## src/design/cgen_pkg.sv

```systemverilog
package cgen_pkg;

   // Coordinate widths
   localparam int READ_COORD_BITS   = 16;
   localparam int GENOME_COORD_BITS = 40;
   localparam int READ_POS_BITS     = READ_COORD_BITS + 1;   // combined two-mate read coordinate
   localparam int READ_END_BITS     = READ_POS_BITS + 1;     // read start + length
   localparam int GENOME_END_BITS   = GENOME_COORD_BITS + 1; // genome start + length
   localparam int CLIP_BITS         = 16;
   localparam int OP_LEN_BITS       = 40;

   // Up to four operations per exon: S/I, N/D, M, S
   localparam int OPS_MAX     = 4;
   localparam int OP_CNT_BITS = $clog2(OPS_MAX + 1);
   localparam int OP_IDX_BITS = $clog2(OPS_MAX);

   typedef enum logic [2:0] {
      OP_M = 3'd0,
      OP_I = 3'd1,
      OP_D = 3'd2,
      OP_N = 3'd3,
      OP_S = 3'd4
   } op_code_type;

   typedef enum logic [1:0] {
      CSR_CLIP5P_MATE0 = 2'd0,
      CSR_CLIP5P_MATE1 = 2'd1,
      CSR_CLIP3P_MATE0 = 2'd2,
      CSR_CLIP3P_MATE1 = 2'd3
   } csr_index_type;

   typedef struct packed {
      logic [READ_POS_BITS-1:0]     exon_read_start;
      logic [GENOME_COORD_BITS-1:0] exon_genome_start;
      logic [READ_COORD_BITS-1:0]   exon_length;
      logic                         mate_index;
      logic                         strand;
      logic                         junction_before;
      logic                         first_of_mate;
      logic                         last_of_mate;
      logic [READ_COORD_BITS-1:0]   left_read_length;
      logic [READ_COORD_BITS-1:0]   left_original_length;
      logic [READ_COORD_BITS-1:0]   mate_original_length;
   } req_type;

   typedef struct packed {
      logic [OP_LEN_BITS-1:0] op_length;
      op_code_type            op_code;
      logic                   mate_done;
   } rsp_type;

   typedef struct packed {
      logic [CLIP_BITS-1:0] clip5p_mate0;
      logic [CLIP_BITS-1:0] clip5p_mate1;
      logic [CLIP_BITS-1:0] clip3p_mate0;
      logic [CLIP_BITS-1:0] clip3p_mate1;
   } clip_type;

   // Packed, in-order operation list of one exon; op[0] goes out first
   typedef struct packed {
      rsp_type [OPS_MAX-1:0]  op;
      logic [OP_CNT_BITS-1:0] count;
   } op_set_type;

endpackage

```

## src/design/cgen_csr.sv

```systemverilog
module cgen_csr (
   input  logic                      clock,
   input  logic                      reset,
   input  logic                      csr_valid,
   output logic                      csr_ready,
   input  cgen_pkg::csr_index_type   csr_index,
   input  logic [cgen_pkg::CLIP_BITS-1:0] csr_wdata,
   output cgen_pkg::clip_type        clip
);
   import cgen_pkg::*;

   clip_type clip_ff;
   clip_type clip_in;

   assign csr_ready = 1'b1;
   assign clip      = clip_ff;

   always_comb begin
      clip_in = clip_ff;
      if (csr_valid) begin
         unique case (csr_index)
            CSR_CLIP5P_MATE0: clip_in.clip5p_mate0 = csr_wdata;
            CSR_CLIP5P_MATE1: clip_in.clip5p_mate1 = csr_wdata;
            CSR_CLIP3P_MATE0: clip_in.clip3p_mate0 = csr_wdata;
            CSR_CLIP3P_MATE1: clip_in.clip3p_mate1 = csr_wdata;
         endcase
      end
   end

   always_ff @(posedge clock) begin
      if (reset) begin
         clip_ff <= '0;
      end else begin
         clip_ff <= clip_in;
      end
   end

endmodule

```

## src/design/cgen_ops.sv

```systemverilog
module cgen_ops (
   input  logic                 clock,
   input  logic                 reset,
   input  cgen_pkg::req_type    item,
   input  logic                 load,
   input  cgen_pkg::clip_type   clip,
   output cgen_pkg::op_set_type op_set
);
   import cgen_pkg::*;

   // Per-mate state, advanced when an exon's ops move to the emitter
   logic [READ_END_BITS-1:0]   prev_read_end_ff,   prev_read_end_in;
   logic [GENOME_END_BITS-1:0] prev_genome_end_ff, prev_genome_end_in;
   logic [CLIP_BITS-1:0]       left_trim_ff,       left_trim_in;
   logic                       left_seg_ff,        left_seg_in;

   logic [CLIP_BITS-1:0]       trim_sel;
   logic                       seg_new;
   logic [CLIP_BITS-1:0]       trim_use;
   logic                       seg_use;
   logic [READ_END_BITS-1:0]   lead_sum;
   logic [READ_END_BITS-1:0]   lead_base;
   logic [READ_END_BITS-1:0]   lead_clip;
   logic [READ_END_BITS-1:0]   read_start_x;
   logic [READ_END_BITS-1:0]   gap_read;
   logic [GENOME_END_BITS-1:0] genome_start_x;
   logic [GENOME_END_BITS-1:0] gap_genome;
   logic [READ_END_BITS:0]     end_ref;
   logic [READ_END_BITS:0]     consumed;
   logic [READ_END_BITS:0]     trail_clip;

   always_comb begin
      // Left trim: forward strand takes mate0 5' / mate1 3', reverse the opposite
      if (item.strand) begin
         trim_sel = item.mate_index ? clip.clip5p_mate1 : clip.clip3p_mate0;
      end else begin
         trim_sel = item.mate_index ? clip.clip3p_mate1 : clip.clip5p_mate0;
      end
      seg_new  = item.exon_read_start < READ_POS_BITS'(item.left_read_length);
      trim_use = item.first_of_mate ? trim_sel : left_trim_ff;
      seg_use  = item.first_of_mate ? seg_new  : left_seg_ff;

      // Leading soft clip, clamped at zero
      lead_sum  = READ_END_BITS'(trim_sel) + READ_END_BITS'(item.exon_read_start);
      lead_base = seg_new ? '0 : READ_END_BITS'(item.left_read_length) + READ_END_BITS'(1);
      lead_clip = (lead_sum > lead_base) ? lead_sum - lead_base : '0;

      // Gaps to the previous exon, clamped at zero
      read_start_x   = READ_END_BITS'(item.exon_read_start);
      gap_read       = (read_start_x > prev_read_end_ff) ? read_start_x - prev_read_end_ff : '0;
      genome_start_x = GENOME_END_BITS'(item.exon_genome_start);
      gap_genome     = (genome_start_x > prev_genome_end_ff) ?
                       genome_start_x - prev_genome_end_ff : '0;

      // Trailing soft clip, clamped at zero
      end_ref    = seg_use ? (READ_END_BITS + 1)'(item.left_original_length) :
                   (READ_END_BITS + 1)'(item.left_read_length) + (READ_END_BITS + 1)'(1) +
                   (READ_END_BITS + 1)'(item.mate_original_length);
      consumed   = (READ_END_BITS + 1)'(item.exon_read_start) +
                   (READ_END_BITS + 1)'(item.exon_length) + (READ_END_BITS + 1)'(trim_use);
      trail_clip = (end_ref > consumed) ? end_ref - consumed : '0;
   end

   // Candidate ops in output order, then packed to the front
   rsp_type                 cand [OPS_MAX];
   logic [OPS_MAX-1:0]      emit;
   logic [OP_CNT_BITS-1:0]  pos;
   logic [OP_CNT_BITS-1:0]  last_pos;

   always_comb begin
      if (item.first_of_mate) begin
         cand[0] = '{op_length: OP_LEN_BITS'(lead_clip), op_code: OP_S, mate_done: 1'b0};
         emit[0] = lead_clip != '0;
      end else begin
         cand[0] = '{op_length: OP_LEN_BITS'(gap_read), op_code: OP_I, mate_done: 1'b0};
         emit[0] = gap_read != '0;
      end
      cand[1] = '{op_length: OP_LEN_BITS'(gap_genome),
                  op_code: (item.junction_before ? OP_N : OP_D), mate_done: 1'b0};
      emit[1] = !item.first_of_mate && (item.junction_before || gap_genome != '0);
      cand[2] = '{op_length: OP_LEN_BITS'(item.exon_length), op_code: OP_M, mate_done: 1'b0};
      emit[2] = 1'b1;
      cand[3] = '{op_length: OP_LEN_BITS'(trail_clip), op_code: OP_S, mate_done: 1'b0};
      emit[3] = item.last_of_mate && trail_clip != '0;

      op_set = '0;
      pos    = '0;
      for (int i = 0; i < OPS_MAX; i++) begin
         if (emit[i]) begin
            op_set.op[pos[OP_IDX_BITS-1:0]] = cand[i];
            pos = pos + OP_CNT_BITS'(1);
         end
      end
      last_pos = pos - OP_CNT_BITS'(1);
      op_set.op[last_pos[OP_IDX_BITS-1:0]].mate_done = item.last_of_mate;
      op_set.count = pos;
   end

   always_comb begin
      prev_read_end_in   = prev_read_end_ff;
      prev_genome_end_in = prev_genome_end_ff;
      left_trim_in       = left_trim_ff;
      left_seg_in        = left_seg_ff;
      if (load) begin
         prev_read_end_in   = read_start_x + READ_END_BITS'(item.exon_length);
         prev_genome_end_in = genome_start_x + GENOME_END_BITS'(item.exon_length);
         if (item.first_of_mate) begin
            left_trim_in = trim_sel;
            left_seg_in  = seg_new;
         end
      end
   end

   always_ff @(posedge clock) begin
      if (reset) begin
         prev_read_end_ff   <= '0;
         prev_genome_end_ff <= '0;
         left_trim_ff       <= '0;
         left_seg_ff        <= 1'b1;
      end else begin
         prev_read_end_ff   <= prev_read_end_in;
         prev_genome_end_ff <= prev_genome_end_in;
         left_trim_ff       <= left_trim_in;
         left_seg_ff        <= left_seg_in;
      end
   end

endmodule

```

## src/design/cgen_emit.sv

```systemverilog
module cgen_emit (
   input  logic                 clock,
   input  logic                 reset,
   input  cgen_pkg::op_set_type op_set,
   input  logic                 load,
   output logic                 load_ready,
   output logic                 rsp_valid,
   input  logic                 rsp_ready,
   output cgen_pkg::rsp_type    rsp_data
);
   import cgen_pkg::*;

   // Shift queue of pending ops; slot 0 is the output register
   rsp_type [OPS_MAX-1:0]  ops_ff, ops_in;
   logic [OP_CNT_BITS-1:0] cnt_ff, cnt_in;
   logic                   rsp_take;

   assign rsp_valid  = cnt_ff != '0;
   assign rsp_data   = ops_ff[0];
   assign rsp_take   = rsp_valid && rsp_ready;
   assign load_ready = (cnt_ff == '0) || (cnt_ff == OP_CNT_BITS'(1) && rsp_ready);

   always_comb begin
      ops_in = ops_ff;
      cnt_in = cnt_ff;
      if (load) begin
         ops_in = op_set.op;
         cnt_in = op_set.count;
      end else if (rsp_take) begin
         for (int i = 0; i < OPS_MAX - 1; i++) begin
            ops_in[i] = ops_ff[i+1];
         end
         cnt_in = cnt_ff - OP_CNT_BITS'(1);
      end
   end

   always_ff @(posedge clock) begin
      if (reset) begin
         cnt_ff <= '0;
      end else begin
         cnt_ff <= cnt_in;
      end
      ops_ff <= ops_in;
   end

`ifndef SYNTHESIS
   a_load_count: assert property (@(posedge clock) disable iff (reset)
      load |-> (op_set.count != '0 && op_set.count <= OP_CNT_BITS'(OPS_MAX)))
      else $error("op set count out of range");

   a_load_fills: assert property (@(posedge clock) disable iff (reset)
      load |=> rsp_valid)
      else $error("loaded ops not presented");

   a_stall_holds: assert property (@(posedge clock) disable iff (reset)
      (rsp_valid && !rsp_ready) |=> (cnt_ff == $past(cnt_ff) && $stable(ops_ff[0])))
      else $error("pending op changed under stall");

   a_count_bound: assert property (@(posedge clock) disable iff (reset)
      cnt_ff <= OP_CNT_BITS'(OPS_MAX))
      else $error("queue count overflow");
`endif

endmodule

```

## src/design/alignment_cigar_op_generator_core.sv

```systemverilog
// CIGAR operation generator.
// req_*: one aligned exon per item (read/genome start, length, mate, strand,
//   junction flag, first/last-of-mate marks, read lengths).
// rsp_*: one CIGAR op per item (length, code M/I/D/N/S, mate_done on the last
//   op of a mate). An exon yields 1 to 4 ops: leading S or I, N or D, M,
//   trailing S.
// csr_*: four 16-bit clip registers, to be written by the user only while the
//   block is idle (the block does not enforce this); csr_ready is always high.
// An accepted exon is held in the input register, then loaded into the op
//   queue; the single result channel drains the queue one op a cycle while
//   rsp_ready is high, and the next exon loads as the last op leaves.
// The input register takes the next exon while the current one's ops drain,
//   so req_ready stays high as long as that register is free.
// A stalled receiver holds rsp_data; the queue and then the input register
//   fill, after which req_ready drops.
// Reset (synchronous, active high) clears clip registers, empties the
//   pipeline and returns the mate state to its initial values.
module alignment_cigar_op_generator_core (
   input  logic                      clock,
   input  logic                      reset,
   input  logic                      req_valid,
   output logic                      req_ready,
   input  cgen_pkg::req_type         req_data,
   output logic                      rsp_valid,
   input  logic                      rsp_ready,
   output cgen_pkg::rsp_type         rsp_data,
   input  logic                      csr_valid,
   output logic                      csr_ready,
   input  cgen_pkg::csr_index_type   csr_index,
   input  logic [cgen_pkg::CLIP_BITS-1:0] csr_wdata
);
   import cgen_pkg::*;

   clip_type   clip;
   op_set_type op_set;

   // Input register
   logic    in_valid_ff, in_valid_in;
   req_type in_data_ff;
   logic    req_take;
   logic    load;
   logic    load_ready;

   // Exon moves from the input register into the op queue
   assign load      = in_valid_ff && load_ready;
   assign req_ready = !in_valid_ff || load;
   assign req_take  = req_valid && req_ready;

   always_comb begin
      in_valid_in = in_valid_ff;
      if (req_take) begin
         in_valid_in = 1'b1;
      end else if (load) begin
         in_valid_in = 1'b0;
      end
   end

   always_ff @(posedge clock) begin
      if (reset) begin
         in_valid_ff <= 1'b0;
      end else begin
         in_valid_ff <= in_valid_in;
      end
      if (req_take) begin
         in_data_ff <= req_data;
      end
   end

   cgen_csr u_csr (
      .clock     (clock),
      .reset     (reset),
      .csr_valid (csr_valid),
      .csr_ready (csr_ready),
      .csr_index (csr_index),
      .csr_wdata (csr_wdata),
      .clip      (clip)
   );

   // Builds the exon's op list and holds per-mate state
   cgen_ops u_ops (
      .clock  (clock),
      .reset  (reset),
      .item   (in_data_ff),
      .load   (load),
      .clip   (clip),
      .op_set (op_set)
   );

   // Serializes ops onto the result channel
   cgen_emit u_emit (
      .clock      (clock),
      .reset      (reset),
      .op_set     (op_set),
      .load       (load),
      .load_ready (load_ready),
      .rsp_valid  (rsp_valid),
      .rsp_ready  (rsp_ready),
      .rsp_data   (rsp_data)
   );

`ifndef SYNTHESIS
   a_take_fills: assert property (@(posedge clock) disable iff (reset)
      req_take |=> in_valid_ff)
      else $error("accepted item not registered");

   a_wait_holds: assert property (@(posedge clock) disable iff (reset)
      (in_valid_ff && !load) |=> (in_valid_ff && $stable(in_data_ff)))
      else $error("waiting item lost or changed");

   a_busy_when_blocked: assert property (@(posedge clock) disable iff (reset)
      !req_ready |-> (in_valid_ff && rsp_valid))
      else $error("input blocked with nothing pending");
`endif

endmodule

```

## config.mk

```make
export PLATFORM = sky130hd
export DESIGN_NAME = alignment_cigar_op_generator_core
export DESIGN_NICKNAME = d
export VERILOG_FILES = /design/src/design/cgen_pkg.sv /design/src/design/cgen_csr.sv /design/src/design/cgen_ops.sv /design/src/design/cgen_emit.sv /design/src/design/alignment_cigar_op_generator_core.sv
export SDC_FILE = /design/constraint.sdc
export NUM_CORES = 1
export LEC_CHECK = 0
export CAP_MARGIN = 20
export CORE_MARGIN = 2
export CORE_UTILIZATION = 45
export CTS_BUF_LIST = sky130_fd_sc_hd__clkbuf_4
export CTS_CLUSTER_SIZE = 20
export DETAILED_ROUTE_END_ITERATION = 10
export DONT_BUFFER_PORTS = 1
export HOLD_SLACK_MARGIN = 0.03
export PLACE_DENSITY_LB_ADDON = 0.12
export RECOVER_POWER = 100
export SETUP_SLACK_MARGIN = 0.3
export SLEW_MARGIN = 20
export SYNTH_ARGS = -nofsm -noshare
export SYNTH_HDL_FRONTEND = slang
export SYNTH_SLANG_ARGS = --single-unit
```

## constraint.sdc

```tcl
create_clock -name clock -period 13 [get_ports clock]
set_input_delay 2.6 -clock clock [delete_from_list [all_inputs] [get_ports clock]]
set_output_delay 2.6 -clock clock [all_outputs]
set_load 0.1 [all_outputs]
```

Word level (Yosys, flattened, before mapping)
Index checks and enable logic that the tools add are counted.

word-level totals
  register bits after elaboration = 446
  input port bits = 149
  logic and storage cells = 133

cells by class
  add/subtract/negate cells = 17
  $lt $le $gt $ge = 13
  equal/unequal tests = 4
  mux-type cells = 38
  reductions and logical operators = 28

operator list
  cell                                                              number
  176-bit bitwise mux                                               4
  44-bit demux with 2-bit select                                    4
  176-bit 2-to-1 mux                                                2
  132-bit 2-to-1 mux                                                2
  44-bit 2-to-1 mux                                                 3
  16-bit 2-to-1 mux                                                 4
  18-bit 2-to-1 mux                                                 3
  22-bit 2-to-1 mux                                                 2
  40-bit by 16-bit adder with 41-bit output                         1
  40-bit by 41-bit greater-than comparator with 1-bit output        1
  41-bit 2-to-1 mux                                                 1
  41-bit nonzero test                                               1
  40-bit by 41-bit subtractor with 41-bit output                    1
  19-bit by 16-bit adder with 19-bit output                         2
  19-bit 2-to-1 mux                                                 2
  17-bit by 16-bit adder with 18-bit output                         2
  18-bit nonzero test                                               2
  16-bit by 1-bit adder with 17-bit output (second input constant)  2
  19-bit greater-than comparator                                    1
  19-bit nonzero test                                               1
  19-bit subtractor                                                 1
  16-bit by 17-bit adder with 18-bit output                         1
  17-bit by 18-bit greater-than comparator with 1-bit output        1
  18-bit greater-than comparator                                    1
  24 further kinds                                                  55

Longest topological paths before layout
  depth in word-level cells = 20
  depth in mapped cells = 36

Modules after synthesis
A second synthesis with hierarchy kept.

unflattened totals
  cell total of the unflattened synthesis = 3,048
  area, all modules = 30,787.0 µm²

by module, submodules not included
  module                             times used  cells an instance  area an instance (µm²)  seq. area each (µm²)
  cgen_ops                           1           2,291              16,510.8                1,521.5
  cgen_emit                          1           394                7,868.8                 5,345.1
  alignment_cigar_op_generator_core  1           132                3,846.2                 3,803.6
  cgen_csr                           1           231                2,561.2                 1,281.2

Worst setup path before layout
Ideal clock, no wire load.

  path kind = input-to-reg
  start point = in rsp_ready
  end point = reg in_data_ff[0] (netlist bit) (enable)
  setup time = 498 ps
  arrival time = 7,975 ps
  data required time = 12,502 ps
  path slack = 4,528 ps
  stages = 3
  buffers on the path = 0
  cells stage by stage = a21oi_1 > o21ai_0 > and2_1

between the ends
  cells in the longest elaborated chain, start to end = 5

ends and longest elaborated chain
  element               RTL line                                 source
  start, declared       alignment_cigar_op_generator_core.sv:25  input logic rsp_ready,
  1-bit logical AND     cgen_emit.sv:21                          assign load_ready = (cnt_ff == '0) || (cnt_ff == OP_CNT_BITS'(1) && rsp_ready);
  1-bit logical OR      cgen_emit.sv:21
  1-bit logical AND     alignment_cigar_op_generator_core.sv:45  assign load = in_valid_ff && load_ready;
  1-bit logical OR      alignment_cigar_op_generator_core.sv:46  assign req_ready = !in_valid_ff || load;
  net req_ready         alignment_cigar_op_generator_core.sv:22  output logic req_ready,
  1-bit logical AND     alignment_cigar_op_generator_core.sv:47  assign req_take = req_valid && req_ready;
  end signal, assigned  alignment_cigar_op_generator_core.sv:65  in_data_ff <= req_data;
  end, declared         alignment_cigar_op_generator_core.sv:39  req_type in_data_ff;

The timed path passes the listed nets, and every way through them passes these cells.
A chain may end at the register's enable or synchronous reset.

==> results by group <==
Clocking
  – TritonCTS clock tree: done
  – Sink Count: 400
  – CTS HTree Levels: 3
  – Gates resized, CTS repair: 0
  – CTS Buf Count: 107
  – Root buf cell: clkbuf_4
  – Skew-Pair Late Insertion Delay: 0.96 ns
  – Post-CTS setup buffer count: 0
  – Hold_buf cts: 0
  – Clock Path Buffers: 3
  – CTS clk-pin slew, worst paths: 0.07 ns

Critical path
  – Largest stage delay, worst path: 1.49 ns
  – Delay-heaviest family, CP: compound AO/OA/AOI/OAI gates
  – Slowest library cell on the worst path: a21oi_1
  – Critical Path RT: 13.73 ns
  – Origin of the worst setup path: in_data_ff[51]$_DFFE_PP_
  – Number of buffers and inverters on the critical path: 0
  – Crit Path Class: flip-flop to flip-flop
  – Crit start category: flip-flop
  – Reg2reg start: in_data_ff[51]$_DFFE_PP_
  – CP arrival: 10.82 ns
  – CP max FO: 24
  – Critical Path End Type: flip-flop

Routing
  – Routed vias: 22,900
  – Routed WL per cell: 22.7 um
  – Initial DRC count: 1,974
  – TritonRoute pass-1 iters: 7
  – Post-DRT Antenna Nets: 0
  – DRC: 0
  – DRT Wirelength: 86,400 um
  – Vias/cell: 6.02

Logic synthesis
  – Asr flop ratio synth: 0%
  – Number of synthesized flops with an enable pin: 256
  – Synth Register Bits: 400
  – Mapped Cells: 2,979
  – Ys flop type: edfxtp_1
  – Yosys Warn Count: 0
  – Synth Area per Inst: 8.98 um2
  – Syn_nets: 3,336
  – Post-Syn Area: 26,700 um2
  – Register area share after synthesis: 39.5%
  – Yosys cell types: 99

Floorplanning
  – Area of the die: 61,400 um2
  – Die width: 248 um
  – # IOs: 196
  – Core area: 58,900 um2
  – Initial core utilization: 45.4%
  – Chip height: 248 um
  – # rows: 89

Timing
  – Final-report hold violation count: 0
  – Slew Limit Headroom: -220%
  – Period utilisation layout: 77.6%
  – Setup_tns: 0 ns
  – Post-layout min period: 10.09 ns
  – Unrepaired setup endpoints after global routing: false
  – Worst-margin pin slew: 4.80 ns
  – Final Setup Violations: 0
  – Layout Skew: 0.108 ns
  – Count of pins over their slew limit: 465
  – Achievable Freq: 0.0991 GHz

Final layout
  – Layout cells sized above 1: 8.43%
  – Area of the multi-input gates: 14,700 um2
  – Nets: 3,291
  – FF+latch area: 10,600 um2
  – Area delta synth->final: 6.11%
  – Post-route cell area: 28,400 um2
  – Filler instances: 5,698

Global route
  – GRT overflow: 0
  – First-pass GRT wire length: 129,000 um
  – Antenna violations before repair: 6
  – Vias in the first global route: 21,600
  – Pin count of the biggest net entering global routing: 130
  – GRT Total Usage: 27.7%

Power and ir drop
  – Peak supply drop: 0.000332 V
  – Power Dens Cells: 248 nW/um2
  – Leakage power: 10.8 nW

Status
  – Failing checks: max-capacitance violations, max-slew violations
  – Outcome: finished with violations

Hold path
  – Min-delay src: u_csr.clip[20]$_SDFFE_PP0P_
  – Hold Crit Class: flip-flop to flip-flop

Placement
  – GPL Wtd Cong: 0.959
  – Buffers on Ports: 0
  – Cell area after placement: 27,000 um2
  – Hpwl dp: 64,800 um

Job
  – Max-Cap Viols: 11
per-layer routing:
| metal | global-route usage, % | part of all wire, % |
|---|---|---|
| met1 | 36.7 | 43 |
| met2 | 44.8 | 46 |
| met3 | 4.49 | 6.5 |
| met4 | 12.0 | 4.1 |
| met5 | 0 | 0 |
cells in the mapped netlist, types with 20 or more instances:
master / number / area share (%)
nand2_1: 416 / 5.8
nor3_1: 42 / 0.79
nand2b_1: 32 / 0.75
a21o_1: 62 / 1.7
nand3_1: 89 / 1.7
edfxtp_1: 256 / 29
inv_1: 156 / 2.2
o21a_1: 38 / 1.1
a21oi_1: 302 / 5.7
a31oi_1: 45 / 1.1
ha_1: 199 / 9.3
clkbuf_1: 98 / 1.4
o21ai_0: 172 / 3.2
dfxtp_1: 144 / 11
or3_1: 20 / 0.47
buf_4: 49 / 1.4
xor2_1: 61 / 2.0
o211ai_1: 20 / 0.56
and3_1: 34 / 0.80
a211oi_1: 38 / 1.1
nand4_1: 41 / 0.96
o21bai_1: 21 / 0.59
xnor2_1: 104 / 3.4
nor2_1: 198 / 2.8
sequential cells by signal (all words and copies together), names as in the netlist:
name                      count
u_csr.clip                   64
u_ops.prev_read_end_ff       18
u_ops.prev_genome_end_ff     41
u_emit.cnt_ff                 3
u_ops.left_trim_ff           16
u_emit.rsp_data              44
in_valid_ff                   1
u_ops.left_seg_ff             1
in_data_ff                  126
u_emit.ops_ff                86
power breakdown:
group	internal (W)	total, W	leakage [nW]	switching [W]
Combinational	0.00111	0.00340	6.25	0.00228
Sequential	0.00178	0.00248	3.66	0.000695
Clock	0.000604	0.00117	0.860	0.000570
Total	0.00350	0.00705	10.8	0.00355
worst register-to-register path: cells and delay by family, from the launching register on:
family	cells	cell delay, ns
AO/OA/AOI/OAI	16	5.99
AND/OR/NAND/NOR	4	1.35
flip-flops	1	0.86
multiplexers	2	0.86
adder cells (fa/ha/maj)	2	0.65
XOR/XNOR	1	0.21
metrics by stage:
step	hold slack, ns	utilization (%)	cells	total power, W	setup slack (ns)
3_3_place_gp	0.434	45.8	3598	0.00581	4.32
5_1_grt	0.471	48.2	3803	0.00748	2.30
6_report	0.452	48.2	3804	0.00705	2.91
3_5_place_dp	0.441	45.9	3598	0.00584	4.11
2_1_floorplan	0.432	-	2979	0.00489	4.53
4_1_cts	0.448	48.3	3798	0.00704	4.07
worst paths after layout:
kind,end,slack (ns),cells past startpoint
worst max-delay path,u_emit.ops_ff[64]$_DFFE_PP_,2.91,25
worst min-delay path,u_csr.clip[20]$_SDFFE_PP0P_,0.45,2
worst max register to register,u_emit.ops_ff[64]$_DFFE_PP_,2.91,25
worst min register to register,u_csr.clip[20]$_SDFFE_PP0P_,0.45,2
layout make-up:
class | instances | share of cell area [%]
diodes | 6 | 0.0529
clock buffers | 158 | 4.18
clock inverters | 42 | 0.922
inverters | 156 | 2.07
multi-input cells | 2254 | 51.8
flip-flops and latches | 400 | 37.3
well taps | 773 | 3.41
repair buffers | 15 | 0.331
placed cells by master, fill, tap and decap left out, types with 16 or more instances in the layout:
cell | Yosys | layout
nand2_1 | 416 | 417
a21oi_1 | 302 | 303
edfxtp_1 | 256 | 256
ha_1 | 199 | 199
nor2_1 | 198 | 197
o21ai_0 | 172 | 177
clkbuf_4 | 0 | 158
inv_1 | 156 | 154
dfxtp_1 | 144 | 144
xnor2_1 | 104 | 104
nand3_1 | 89 | 89
a21o_1 | 62 | 62
xor2_1 | 61 | 61
a31oi_1 | 45 | 46
nor3_1 | 42 | 42
nand4_1 | 41 | 41
a211oi_1 | 38 | 38
o21a_1 | 38 | 38
and3_1 | 34 | 34
nand2b_1 | 32 | 32
clkinv_1 | 0 | 23
o21bai_1 | 21 | 21
o211ai_1 | 20 | 20
or3_1 | 20 | 20
nor2b_1 | 19 | 19
mux4_2 | 16 | 16
logic make-up after synthesis:
family          Yosys count  share of synthesized area [%]
simple gates            980                           17.1
compound gates          865                           20.5
flops                   400                           39.5
buf+inv                 325                           5.34
fa+ha+maj               208                           9.99
xor+xnor                165                           5.40
mux                      35                           2.13
other cells               1                         0.0140
No activity file was read; power rests on OpenSTA's default activity.
